## src/rtl/core/mtsw_pkg.sv

```systemverilog
// ============================================================================
// mtsw_pkg: shared types and constants of the monitor table slot writer
// Holds the mesh and table geometry, the input and result word layouts, the
// status codes, the sequencer states and the slot store command bundle.
// ============================================================================
package mtsw_pkg;

    // Mesh and table geometry.
    localparam int MESH_WIDTH    = 4;
    localparam int NUM_PE        = 16;
    localparam int SLOTS_PER_PE  = 4;
    localparam int NUM_SERVICES  = 5;
    localparam int NUM_BASE_REGS = 5;
    localparam int TABLE_DEPTH   = NUM_PE * SLOTS_PER_PE;

    // Widths of internal values.
    localparam int IDX_W     = (TABLE_DEPTH > 1) ? $clog2(TABLE_DEPTH) : 1;
    localparam int ROW_RAW_W = $clog2(255 + 255 * MESH_WIDTH + 1);
    localparam int CFG_IDX_W = 3;
    localparam int TASK_W    = 16;
    localparam int WORD_W    = 32;

    // Opcode of a clear command; any other opcode is a monitor message.
    localparam logic OP_CLEAR = 1'b1;

    // Result status codes.
    typedef enum logic [2:0] {
        ST_WRITTEN   = 3'd0,
        ST_NO_TABLE  = 3'd1,
        ST_ROW_FULL  = 3'd2,
        ST_ROW_RANGE = 3'd3,
        ST_CLEARED   = 3'd4,
        ST_NOT_FOUND = 3'd5
    } status_t;

    // Sequencer states.
    typedef enum logic [3:0] {
        S_IDLE,
        S_DECODE,
        S_READ,
        S_CMP,
        S_ADDR,
        S_EMIT_PAY,
        S_EMIT_TASK,
        S_EMIT_STATUS
    } state_t;

    // Input word.
    typedef struct packed {
        logic              opcode;
        logic [2:0]        service;
        logic [7:0]        source_x;
        logic [7:0]        source_y;
        logic [TASK_W-1:0] task_id;
        logic [WORD_W-1:0] payload;
    } in_word_t;

    // Result word.
    typedef struct packed {
        logic [WORD_W-1:0] write_address;
        logic [WORD_W-1:0] write_data;
        logic              mem_write;
        logic [2:0]        status;
        logic              last;
    } out_word_t;

    // Commands from the sequencer to the slot store.
    typedef struct packed {
        logic              rd_en;
        logic [IDX_W-1:0]  rd_idx;
        logic              wr_en;
        logic              clr_en;
        logic [IDX_W-1:0]  wr_idx;
        logic [TASK_W-1:0] wr_task;
    } store_cmd_t;

    // Registered read response of the slot store.
    typedef struct packed {
        logic              rd_used;
        logic [TASK_W-1:0] rd_task;
    } store_rsp_t;

endpackage

```

## src/rtl/core/mtsw_slot_store.sv

```systemverilog
// ============================================================================
// mtsw_slot_store: slot task memory and slot used flags
// One read port with registered data and one write port. The used flags live
// in flip-flops that reset clears, so every slot starts out free.
// ============================================================================
module mtsw_slot_store (
    input  logic                  clk,
    input  logic                  rst_n,
    input  mtsw_pkg::store_cmd_t  cmd,
    output mtsw_pkg::store_rsp_t  rsp
);
    import mtsw_pkg::*;

    logic [TASK_W-1:0]      task_mem [TABLE_DEPTH];
    logic [TABLE_DEPTH-1:0] used_reg;
    logic [TASK_W-1:0]      rd_task_reg;
    logic                   rd_used_reg;

    // Task memory: claim writes and registered reads.
    always_ff @(posedge clk)
    begin
        if (cmd.wr_en)
        begin
            task_mem[cmd.wr_idx] <= cmd.wr_task;
        end
        if (cmd.rd_en)
        begin
            rd_task_reg <= task_mem[cmd.rd_idx];
            rd_used_reg <= used_reg[cmd.rd_idx];
        end
    end

    // Used flags: set on a claim, cleared on a clear command.
    always_ff @(posedge clk or negedge rst_n)
    begin
        if (!rst_n)
        begin
            used_reg <= '0;
        end
        else if (cmd.wr_en)
        begin
            used_reg[cmd.wr_idx] <= 1'b1;
        end
        else if (cmd.clr_en)
        begin
            used_reg[cmd.wr_idx] <= 1'b0;
        end
    end

    assign rsp.rd_used = rd_used_reg;
    assign rsp.rd_task = rd_task_reg;

endmodule

```

## src/rtl/core/mtsw_ctrl.sv

```systemverilog
// ============================================================================
// mtsw_ctrl: sequencer of the monitor table slot writer
// Decodes one input word, walks the slots one read at a time through a single
// compare unit, claims or frees a slot, and hands result words to the output.
// ============================================================================
module mtsw_ctrl (
    input  logic                          clk,
    input  logic                          rst_n,
    input  logic                          in_valid,
    output logic                          in_ready,
    input  mtsw_pkg::in_word_t            in_word,
    input  logic [mtsw_pkg::WORD_W-1:0]   sel_base,
    output logic                          emit_valid,
    output mtsw_pkg::out_word_t           emit_word,
    input  logic                          emit_ready,
    output mtsw_pkg::store_cmd_t          store_cmd,
    input  mtsw_pkg::store_rsp_t          store_rsp
);
    import mtsw_pkg::*;

    state_t                 state_reg, state_next;
    logic                   op_reg, op_next;
    logic [TASK_W-1:0]      task_reg, task_next;
    logic [WORD_W-1:0]      payload_reg, payload_next;
    logic [WORD_W-1:0]      base_reg, base_next;
    logic [ROW_RAW_W-1:0]   row_raw_reg, row_raw_next;
    logic [IDX_W-1:0]       idx_reg, idx_next;
    logic [IDX_W-1:0]       last_idx_reg, last_idx_next;
    logic [IDX_W-1:0]       hit_idx_reg, hit_idx_next;
    logic [IDX_W-1:0]       free_idx_reg, free_idx_next;
    logic                   free_found_reg, free_found_next;
    logic [WORD_W-1:0]      addr_reg, addr_next;
    status_t                status_reg, status_next;

    logic                   hit;
    logic                   at_last;
    logic [IDX_W-1:0]       first_idx;
    logic [IDX_W-1:0]       claim_idx;

    // Compare unit shared by every slot visit.
    assign hit       = store_rsp.rd_used && (store_rsp.rd_task == task_reg);
    assign at_last   = (idx_reg == last_idx_reg);
    assign first_idx = IDX_W'(row_raw_reg * SLOTS_PER_PE);
    assign claim_idx = free_found_reg ? free_idx_reg : idx_reg;

    // Next state, datapath updates and outputs.
    always_comb
    begin
        state_next      = state_reg;
        op_next         = op_reg;
        task_next       = task_reg;
        payload_next    = payload_reg;
        base_next       = base_reg;
        row_raw_next    = row_raw_reg;
        idx_next        = idx_reg;
        last_idx_next   = last_idx_reg;
        hit_idx_next    = hit_idx_reg;
        free_idx_next   = free_idx_reg;
        free_found_next = free_found_reg;
        addr_next       = addr_reg;
        status_next     = status_reg;

        in_ready   = 1'b0;
        emit_valid = 1'b0;
        emit_word  = '0;
        store_cmd  = '0;

        unique case (state_reg)
            S_IDLE:
            begin
                in_ready = 1'b1;
                if (in_valid)
                begin
                    op_next      = in_word.opcode;
                    task_next    = in_word.task_id;
                    payload_next = in_word.payload;
                    base_next    = sel_base;
                    row_raw_next = ROW_RAW_W'(in_word.source_x)
                                 + ROW_RAW_W'(in_word.source_y) * ROW_RAW_W'(MESH_WIDTH);
                    state_next   = S_DECODE;
                end
            end

            S_DECODE:
            begin
                free_found_next = 1'b0;
                if (op_reg == OP_CLEAR)
                begin
                    idx_next      = '0;
                    last_idx_next = IDX_W'(TABLE_DEPTH - 1);
                    state_next    = S_READ;
                end
                else if (base_reg == '0)
                begin
                    status_next = ST_NO_TABLE;
                    state_next  = S_EMIT_STATUS;
                end
                else if (32'(row_raw_reg) >= NUM_PE)
                begin
                    status_next = ST_ROW_RANGE;
                    state_next  = S_EMIT_STATUS;
                end
                else
                begin
                    idx_next      = first_idx;
                    last_idx_next = IDX_W'(first_idx + SLOTS_PER_PE - 1);
                    state_next    = S_READ;
                end
            end

            S_READ:
            begin
                store_cmd.rd_en  = 1'b1;
                store_cmd.rd_idx = idx_reg;
                state_next       = S_CMP;
            end

            S_CMP:
            begin
                if (op_reg == OP_CLEAR)
                begin
                    // Clear command: free the first matching slot of the table.
                    if (hit)
                    begin
                        store_cmd.clr_en = 1'b1;
                        store_cmd.wr_idx = idx_reg;
                        status_next      = ST_CLEARED;
                        state_next       = S_EMIT_STATUS;
                    end
                    else if (at_last)
                    begin
                        status_next = ST_NOT_FOUND;
                        state_next  = S_EMIT_STATUS;
                    end
                    else
                    begin
                        idx_next   = idx_reg + IDX_W'(1);
                        state_next = S_READ;
                    end
                end
                else
                begin
                    // Monitor message: a match wins, else the first free slot.
                    if (hit)
                    begin
                        hit_idx_next = idx_reg;
                        state_next   = S_ADDR;
                    end
                    else if (at_last)
                    begin
                        if (free_found_reg || !store_rsp.rd_used)
                        begin
                            store_cmd.wr_en   = 1'b1;
                            store_cmd.wr_idx  = claim_idx;
                            store_cmd.wr_task = task_reg;
                            hit_idx_next      = claim_idx;
                            state_next        = S_ADDR;
                        end
                        else
                        begin
                            status_next = ST_ROW_FULL;
                            state_next  = S_EMIT_STATUS;
                        end
                    end
                    else
                    begin
                        if (!store_rsp.rd_used && !free_found_reg)
                        begin
                            free_found_next = 1'b1;
                            free_idx_next   = idx_reg;
                        end
                        idx_next   = idx_reg + IDX_W'(1);
                        state_next = S_READ;
                    end
                end
            end

            S_ADDR:
            begin
                addr_next  = base_reg + WORD_W'({hit_idx_reg, 3'b000});
                state_next = S_EMIT_PAY;
            end

            S_EMIT_PAY:
            begin
                emit_valid              = 1'b1;
                emit_word.write_address = addr_reg + WORD_W'(4);
                emit_word.write_data    = payload_reg;
                emit_word.mem_write     = 1'b1;
                emit_word.status        = ST_WRITTEN;
                emit_word.last          = 1'b0;
                if (emit_ready)
                begin
                    state_next = S_EMIT_TASK;
                end
            end

            S_EMIT_TASK:
            begin
                emit_valid              = 1'b1;
                emit_word.write_address = addr_reg;
                emit_word.write_data    = WORD_W'(task_reg);
                emit_word.mem_write     = 1'b1;
                emit_word.status        = ST_WRITTEN;
                emit_word.last          = 1'b1;
                if (emit_ready)
                begin
                    state_next = S_IDLE;
                end
            end

            S_EMIT_STATUS:
            begin
                emit_valid       = 1'b1;
                emit_word.status = status_reg;
                emit_word.last   = 1'b1;
                if (emit_ready)
                begin
                    state_next = S_IDLE;
                end
            end

            default:
            begin
                state_next = S_IDLE;
            end
        endcase
    end

    // State register.
    always_ff @(posedge clk or negedge rst_n)
    begin
        if (!rst_n)
        begin
            state_reg <= S_IDLE;
        end
        else
        begin
            state_reg <= state_next;
        end
    end

    // Datapath registers.
    always_ff @(posedge clk)
    begin
        op_reg         <= op_next;
        task_reg       <= task_next;
        payload_reg    <= payload_next;
        base_reg       <= base_next;
        row_raw_reg    <= row_raw_next;
        idx_reg        <= idx_next;
        last_idx_reg   <= last_idx_next;
        hit_idx_reg    <= hit_idx_next;
        free_idx_reg   <= free_idx_next;
        free_found_reg <= free_found_next;
        addr_reg       <= addr_next;
        status_reg     <= status_next;
    end

endmodule

```

## src/rtl/core/monitor_table_slot_writer.sv

```systemverilog
// ============================================================================
// monitor_table_slot_writer: monitor message table slot writer
// Keeps the per-PE slot table, turns monitor messages into two memory word
// writes into the selected service table, and frees slots on clear commands.
//
//   channel  signals                          direction  word
//   in       in_valid, in_ready, in_word      input      in_word_t
//   out      out_valid, out_ready, out_word   output     out_word_t
//   cfg      cfg_valid, cfg_ready,            input      index and base data
//            cfg_index, cfg_data
//
// A monitor message ends in two memory writes or in one status result; a clear
// command ends in one status result. The slot memory has a single, registered
// read port, so each slot visit is a read and a compare. A new item is taken
// only once the last result of the one before has left the sequencer. Reset
// clears the base registers and marks every slot free. Results sit in an
// output register; a stalled output holds the sequencer. Configuration writes
// are always taken.
// ============================================================================
module monitor_table_slot_writer (
    input  logic                             clk,
    input  logic                             rst_n,
    input  logic                             in_valid,
    output logic                             in_ready,
    input  mtsw_pkg::in_word_t               in_word,
    output logic                             out_valid,
    input  logic                             out_ready,
    output mtsw_pkg::out_word_t              out_word,
    input  logic                             cfg_valid,
    output logic                             cfg_ready,
    input  logic [mtsw_pkg::CFG_IDX_W-1:0]   cfg_index,
    input  logic [mtsw_pkg::WORD_W-1:0]      cfg_data
);
    import mtsw_pkg::*;

    logic [WORD_W-1:0] base_regs_reg [NUM_BASE_REGS];
    logic [WORD_W-1:0] sel_base;
    logic              out_valid_reg;
    out_word_t         out_word_reg;
    logic              emit_valid;
    out_word_t         emit_word;
    logic              emit_ready;
    store_cmd_t        store_cmd;
    store_rsp_t        store_rsp;

    // Table base registers; writes beyond the register list are dropped.
    assign cfg_ready = 1'b1;

    always_ff @(posedge clk or negedge rst_n)
    begin
        if (!rst_n)
        begin
            for (int i = 0; i < NUM_BASE_REGS; i++)
            begin
                base_regs_reg[i] <= '0;
            end
        end
        else if (cfg_valid && (32'(cfg_index) < NUM_BASE_REGS))
        begin
            base_regs_reg[cfg_index] <= cfg_data;
        end
    end

    // Service to base selection; a service without a register has no table.
    always_comb
    begin
        if ((32'(in_word.service) >= NUM_SERVICES) || (32'(in_word.service) >= NUM_BASE_REGS))
        begin
            sel_base = '0;
        end
        else
        begin
            sel_base = base_regs_reg[in_word.service];
        end
    end

    // Sequencer.
    mtsw_ctrl u_ctrl (
        .clk        (clk),
        .rst_n      (rst_n),
        .in_valid   (in_valid),
        .in_ready   (in_ready),
        .in_word    (in_word),
        .sel_base   (sel_base),
        .emit_valid (emit_valid),
        .emit_word  (emit_word),
        .emit_ready (emit_ready),
        .store_cmd  (store_cmd),
        .store_rsp  (store_rsp)
    );

    // Slot table.
    mtsw_slot_store u_store (
        .clk   (clk),
        .rst_n (rst_n),
        .cmd   (store_cmd),
        .rsp   (store_rsp)
    );

    // Output register.
    assign emit_ready = !out_valid_reg || out_ready;

    always_ff @(posedge clk or negedge rst_n)
    begin
        if (!rst_n)
        begin
            out_valid_reg <= 1'b0;
        end
        else if (emit_ready)
        begin
            out_valid_reg <= emit_valid;
        end
    end

    always_ff @(posedge clk)
    begin
        if (emit_valid && emit_ready)
        begin
            out_word_reg <= emit_word;
        end
    end

    assign out_valid = out_valid_reg;
    assign out_word  = out_word_reg;

`ifndef SYNTHESIS
    // A result that is not a memory write carries zero address and data and ends its item.
    assert property (@(posedge clk) disable iff (!rst_n)
        (out_valid && !out_word.mem_write) |->
            (out_word.write_address == '0 && out_word.write_data == '0 && out_word.last))
        else $error("non-write result with address, data or missing last");

    // Memory writes come exactly with the written status.
    assert property (@(posedge clk) disable iff (!rst_n)
        out_valid |-> (out_word.mem_write == (out_word.status == ST_WRITTEN)))
        else $error("write flag and status disagree");

    // The block never takes a new item while the first of a write pair is pending.
    assert property (@(posedge clk) disable iff (!rst_n)
        (out_valid && !out_word.last) |-> !in_ready)
        else $error("input taken while a write pair is incomplete");

    // A payload write is followed, once taken, by the task id write.
    assert property (@(posedge clk) disable iff (!rst_n)
        (out_valid && out_ready && out_word.mem_write && !out_word.last) |=>
            (out_valid && out_word.last && out_word.mem_write))
        else $error("payload write not followed by task id write");
`endif

endmodule
```

## config.mk

```make
export PLATFORM = sky130hd
export DESIGN_NAME = monitor_table_slot_writer
export DESIGN_NICKNAME = d
export VERILOG_FILES = /design/src/rtl/core/mtsw_pkg.sv /design/src/rtl/core/mtsw_slot_store.sv /design/src/rtl/core/mtsw_ctrl.sv /design/src/rtl/core/monitor_table_slot_writer.sv
export SDC_FILE = /design/constraint.sdc
export NUM_CORES = 2
export LEC_CHECK = 0
export BUFFER_PORTS_ARGS = -buffer_cell sky130_fd_sc_hd__buf_2
export CORE_MARGIN = 2
export CORE_UTILIZATION = 60
export CTS_CLUSTER_SIZE = 8
export DETAILED_ROUTE_END_ITERATION = 10
export PLACE_DENSITY = 0.77
export SETUP_SLACK_MARGIN = 0.3
export SLEW_MARGIN = 40
export SYNTH_ARGS = -nofsm -noshare
export SYNTH_HDL_FRONTEND = slang
export SYNTH_SLANG_ARGS = --single-unit
```

## constraint.sdc

```tcl
create_clock -name clk -period 7.7 [get_ports clk]
set_input_delay 0 -clock clk [delete_from_list [all_inputs] [get_ports clk]]
set_output_delay 0 -clock clk [all_outputs]
set_load 0.02 [all_outputs]
```

==> flow_metrics.tcl <==
set metrics [dict create \
    status "complete, no violations" \
    r2r_start "u_ctrl.state_reg[1]" \
    grt_pass1_wl_um 250900 \
    firstDrtPassIters 6 \
    dpl.hpwl_um 96730 \
    ff_latch_area_um2 43540 \
    path_clk_slew_ps 50 \
    reg2regPathDepth 8 \
    avgSynthCellArea_um2 15.01 \
    syn_to_final_growth_pct 17.62 \
    avgRoutedWirePerCell_um 28.61 \
    netlist_instances 4050 \
    yosys-top-cells-area "edfxtp_1 62%, dfrtp_1 9.4%, mux2_2 3.7%, mux4_2 3.7%, nand2_1 2.5%" \
    peakVddDrop_mv 0.2098 \
    wirelength_um 170000 \
    clkLatencyLatePin_ps 810 \
    num-nets-final 4600 \
    hold_end "base_regs_reg[92]" \
    met1_length_um 61200 \
    cts_tree "done" \
    dr_wl_met3_um 21570 \
    slew_violations 0 \
    p_int_mw 15.45 \
    async_flop_share_pct 15.32 \
    p_clk_share_pct 38.1 \
    rsz0062_at_grt "false" \
    via_count 40000 \
    yosysTopAreaCellShare_pct 62.25 \
    arrival_ps 5180 \
    seq_area_frac_synth_pct 71.64 \
    maxSlewHeadroom_pct 28.16 \
    synth_edf_count 1260 \
    coreArea_um2 100300 \
    synthFlopType "edfxtp_1" \
    grt_pass1_vias 39260 \
    worstHoldStart "cfg_data[28]" \
    cap_violations 0 \
    initial_core_util_pct 60.60 \
    yosysTopAreaCell "edfxtp_1" \
    reg2reg_slack_ps 3040 \
    place_ws_ps 3095 \
    largest_reg_flops 1024 \
    maxUsedRoutingLayer "met5" \
    skew_ps 35.87 \
    nFillCells 5976 \
    port_buffers 178 \
    share_comb_of_total_power_pct 16.6 \
    ys_types 81 \
    grt_max_degree 148 \
    numCtsBuffers 205 \
    whs_path_depth 3 \
    io_pins 180 \
    worstPathRequired_ps 8210 \
    via_per_inst 6.732 \
    htree_levels 4 \
    netlist_area_um2 60780 \
    dr_wl_met2_um 79420 \
    period_needed_ps 4664 \
    ant_nets 0 \
    setup_ws_ps 3036 \
    die_area_um2 103900 \
    finalHoldViolations 0 \
    total_leakage_power_nw 27.02 \
    finalCritPeriodShare_pct 60.57 \
    yosys_register_bits 1488 \
    startpoint_type "register" \
    track_usage_pct 32.86 \
    finalSetupViolCount 0 \
    swShare_pct 28.25 \
    tightestPinTransition_ps 1078 \
    placed_area_um2 63660 \
    drt-initial-drc-count 6424 \
    yosysMostFrequentCell "edfxtp_1" \
    clockBufferDepth 3 \
    die_w_um 322.3 \
    yosys_warnings 0 \
    min_path_type "primary input to register" \
    rows 116 \
    drive_above_1_share_pct 20.80 \
    post_cts_buffers 0 \
    cp-end-kind "register" \
    ctsRootBufferMaster "clkbuf_16" \
    fmax_mhz 214.4 \
    p_switching_mw 6.086 \
    synth_nets 4174 \
    critPathMaxFanout 52 \
    drc 0 \
    setup_tns_ps 0 \
    power_mw 21.54 \
    synth_common_cells "1260 x edfxtp_1, 404 x nand2_1, 228 x dfrtp_1" \
    cts.sinks 1488 \
    finalInstanceArea_um2 71490 \
    multi_input_area_um2 16370 \
    routabilityCongestion 0.9349 \
    sequentialPowerShare_pct 45.3 \
    powerDensity_nw_per_um2 301.3 \
    die_h_um 322.3 \
    antenna_found_initial 10 \
    worst-setup-path-type "register to register" \
    worstReg2RegEnd "u_store.rd_task_reg[5]" \
    grt.overflow.total 0 \
]
[cells in the final DEF (no fill, tap or decap), types with 137 or more instances in the layout]
master and instances:
mux2_2 201, dfrtp_1 228, o22ai_1 142, nor3_1 137, edfxtp_1 1260, dlygate4sd3_1 169, o21ai_0 183, nand2_1 403
buf_2 177, clkbuf_16 207, nor2_1 139, a211oi_1 174
[stage by stage]
step,hold slack [ps],cells,utilization [%]
floorplan,-295.6,4050,-
global placement,128.6,5442,63.30
detailed placement,-21.40,5446,63.48
CTS,0.4200,5924,70.99
global route,55.27,5937,71.27
finish,45.61,5942,71.28
[repair_timing]
item | 4_1_cts | 5_1_grt
hold endpoints to repair | 511 | 0
resized for setup | 0 | 0
hold buffers | 170 | 0
[worst max-delay path by stage]
stage          cells after the start                start                       to  slack [ps]
2_1_floorplan                      4  u_ctrl.state_reg[1]              out_word[0]        3360
3_3_place_gp                       9  u_ctrl.state_reg[1]   u_store.rd_task_reg[5]        3120
3_5_place_dp                       9  u_ctrl.state_reg[1]   u_store.rd_task_reg[5]        3100
4_1_cts                            9  u_ctrl.state_reg[1]   u_store.rd_task_reg[2]        3000
5_1_grt                            7  u_ctrl.state_reg[1]  u_store.rd_task_reg[11]        2910
6_report                           8  u_ctrl.state_reg[1]   u_store.rd_task_reg[5]        3040
[routing by layer]
metal | GRT usage (%) | up-vias
li1 | - | 16620
met1 | 44.15 | 19890
met2 | 49.80 | 2941
met3 | 10.16 | 539
met4 | 14.87 | 10
met5 | 0 | -
[power by group through the flow]
stage | Combinational, mW | Sequential (mW) | Clock [mW]
floorplan | 2.05 | 9.90 | 0
global placement | 3.26 | 9.83 | 0
detailed placement | 3.33 | 9.86 | 0
CTS | 3.44 | 9.72 | 8.22
global route | 3.76 | 9.78 | 8.61
finish | 3.58 | 9.75 | 8.21
[area by class of cell]
type,instances,share of cell area [%]
Antenna cell,8,0.02800
Sequential cell,1488,60.91
Multi-Input combinational cell,2244,22.90
Inverter,52,0.2730
Clock inverter,16,0.4323
Timing Repair Buffer,485,5.377
Tap cell,1357,2.375
Clock buffer,292,7.706
[critical path, cell delays in order (launching register included)]
cell	delay [ps]
dfrtp_1	850
and4bb_4	400
buf_4	500
buf_4	590
buf_4	680
mux2i_1	260
a211oi_1	120
nor3_1	580
o221ai_1	230
[cells by family (layout without fill, tap and decap cells)]
family / count (synthesis) / after routing / synth area share (%)
xor+xnor: 57 / 57 / 0.8214
simple gates: 1087 / 1087 / 8.755
buf+inv: 318 / 845 / 2.108
fa+ha+maj: 16 / 16 / 0.3541
other cells: 1 / 9 / 0.006170
compound gates: 744 / 744 / 8.280
mux: 339 / 339 / 8.035
flops: 1488 / 1488 / 71.64
No activity file was read; power rests on OpenSTA's default activity.
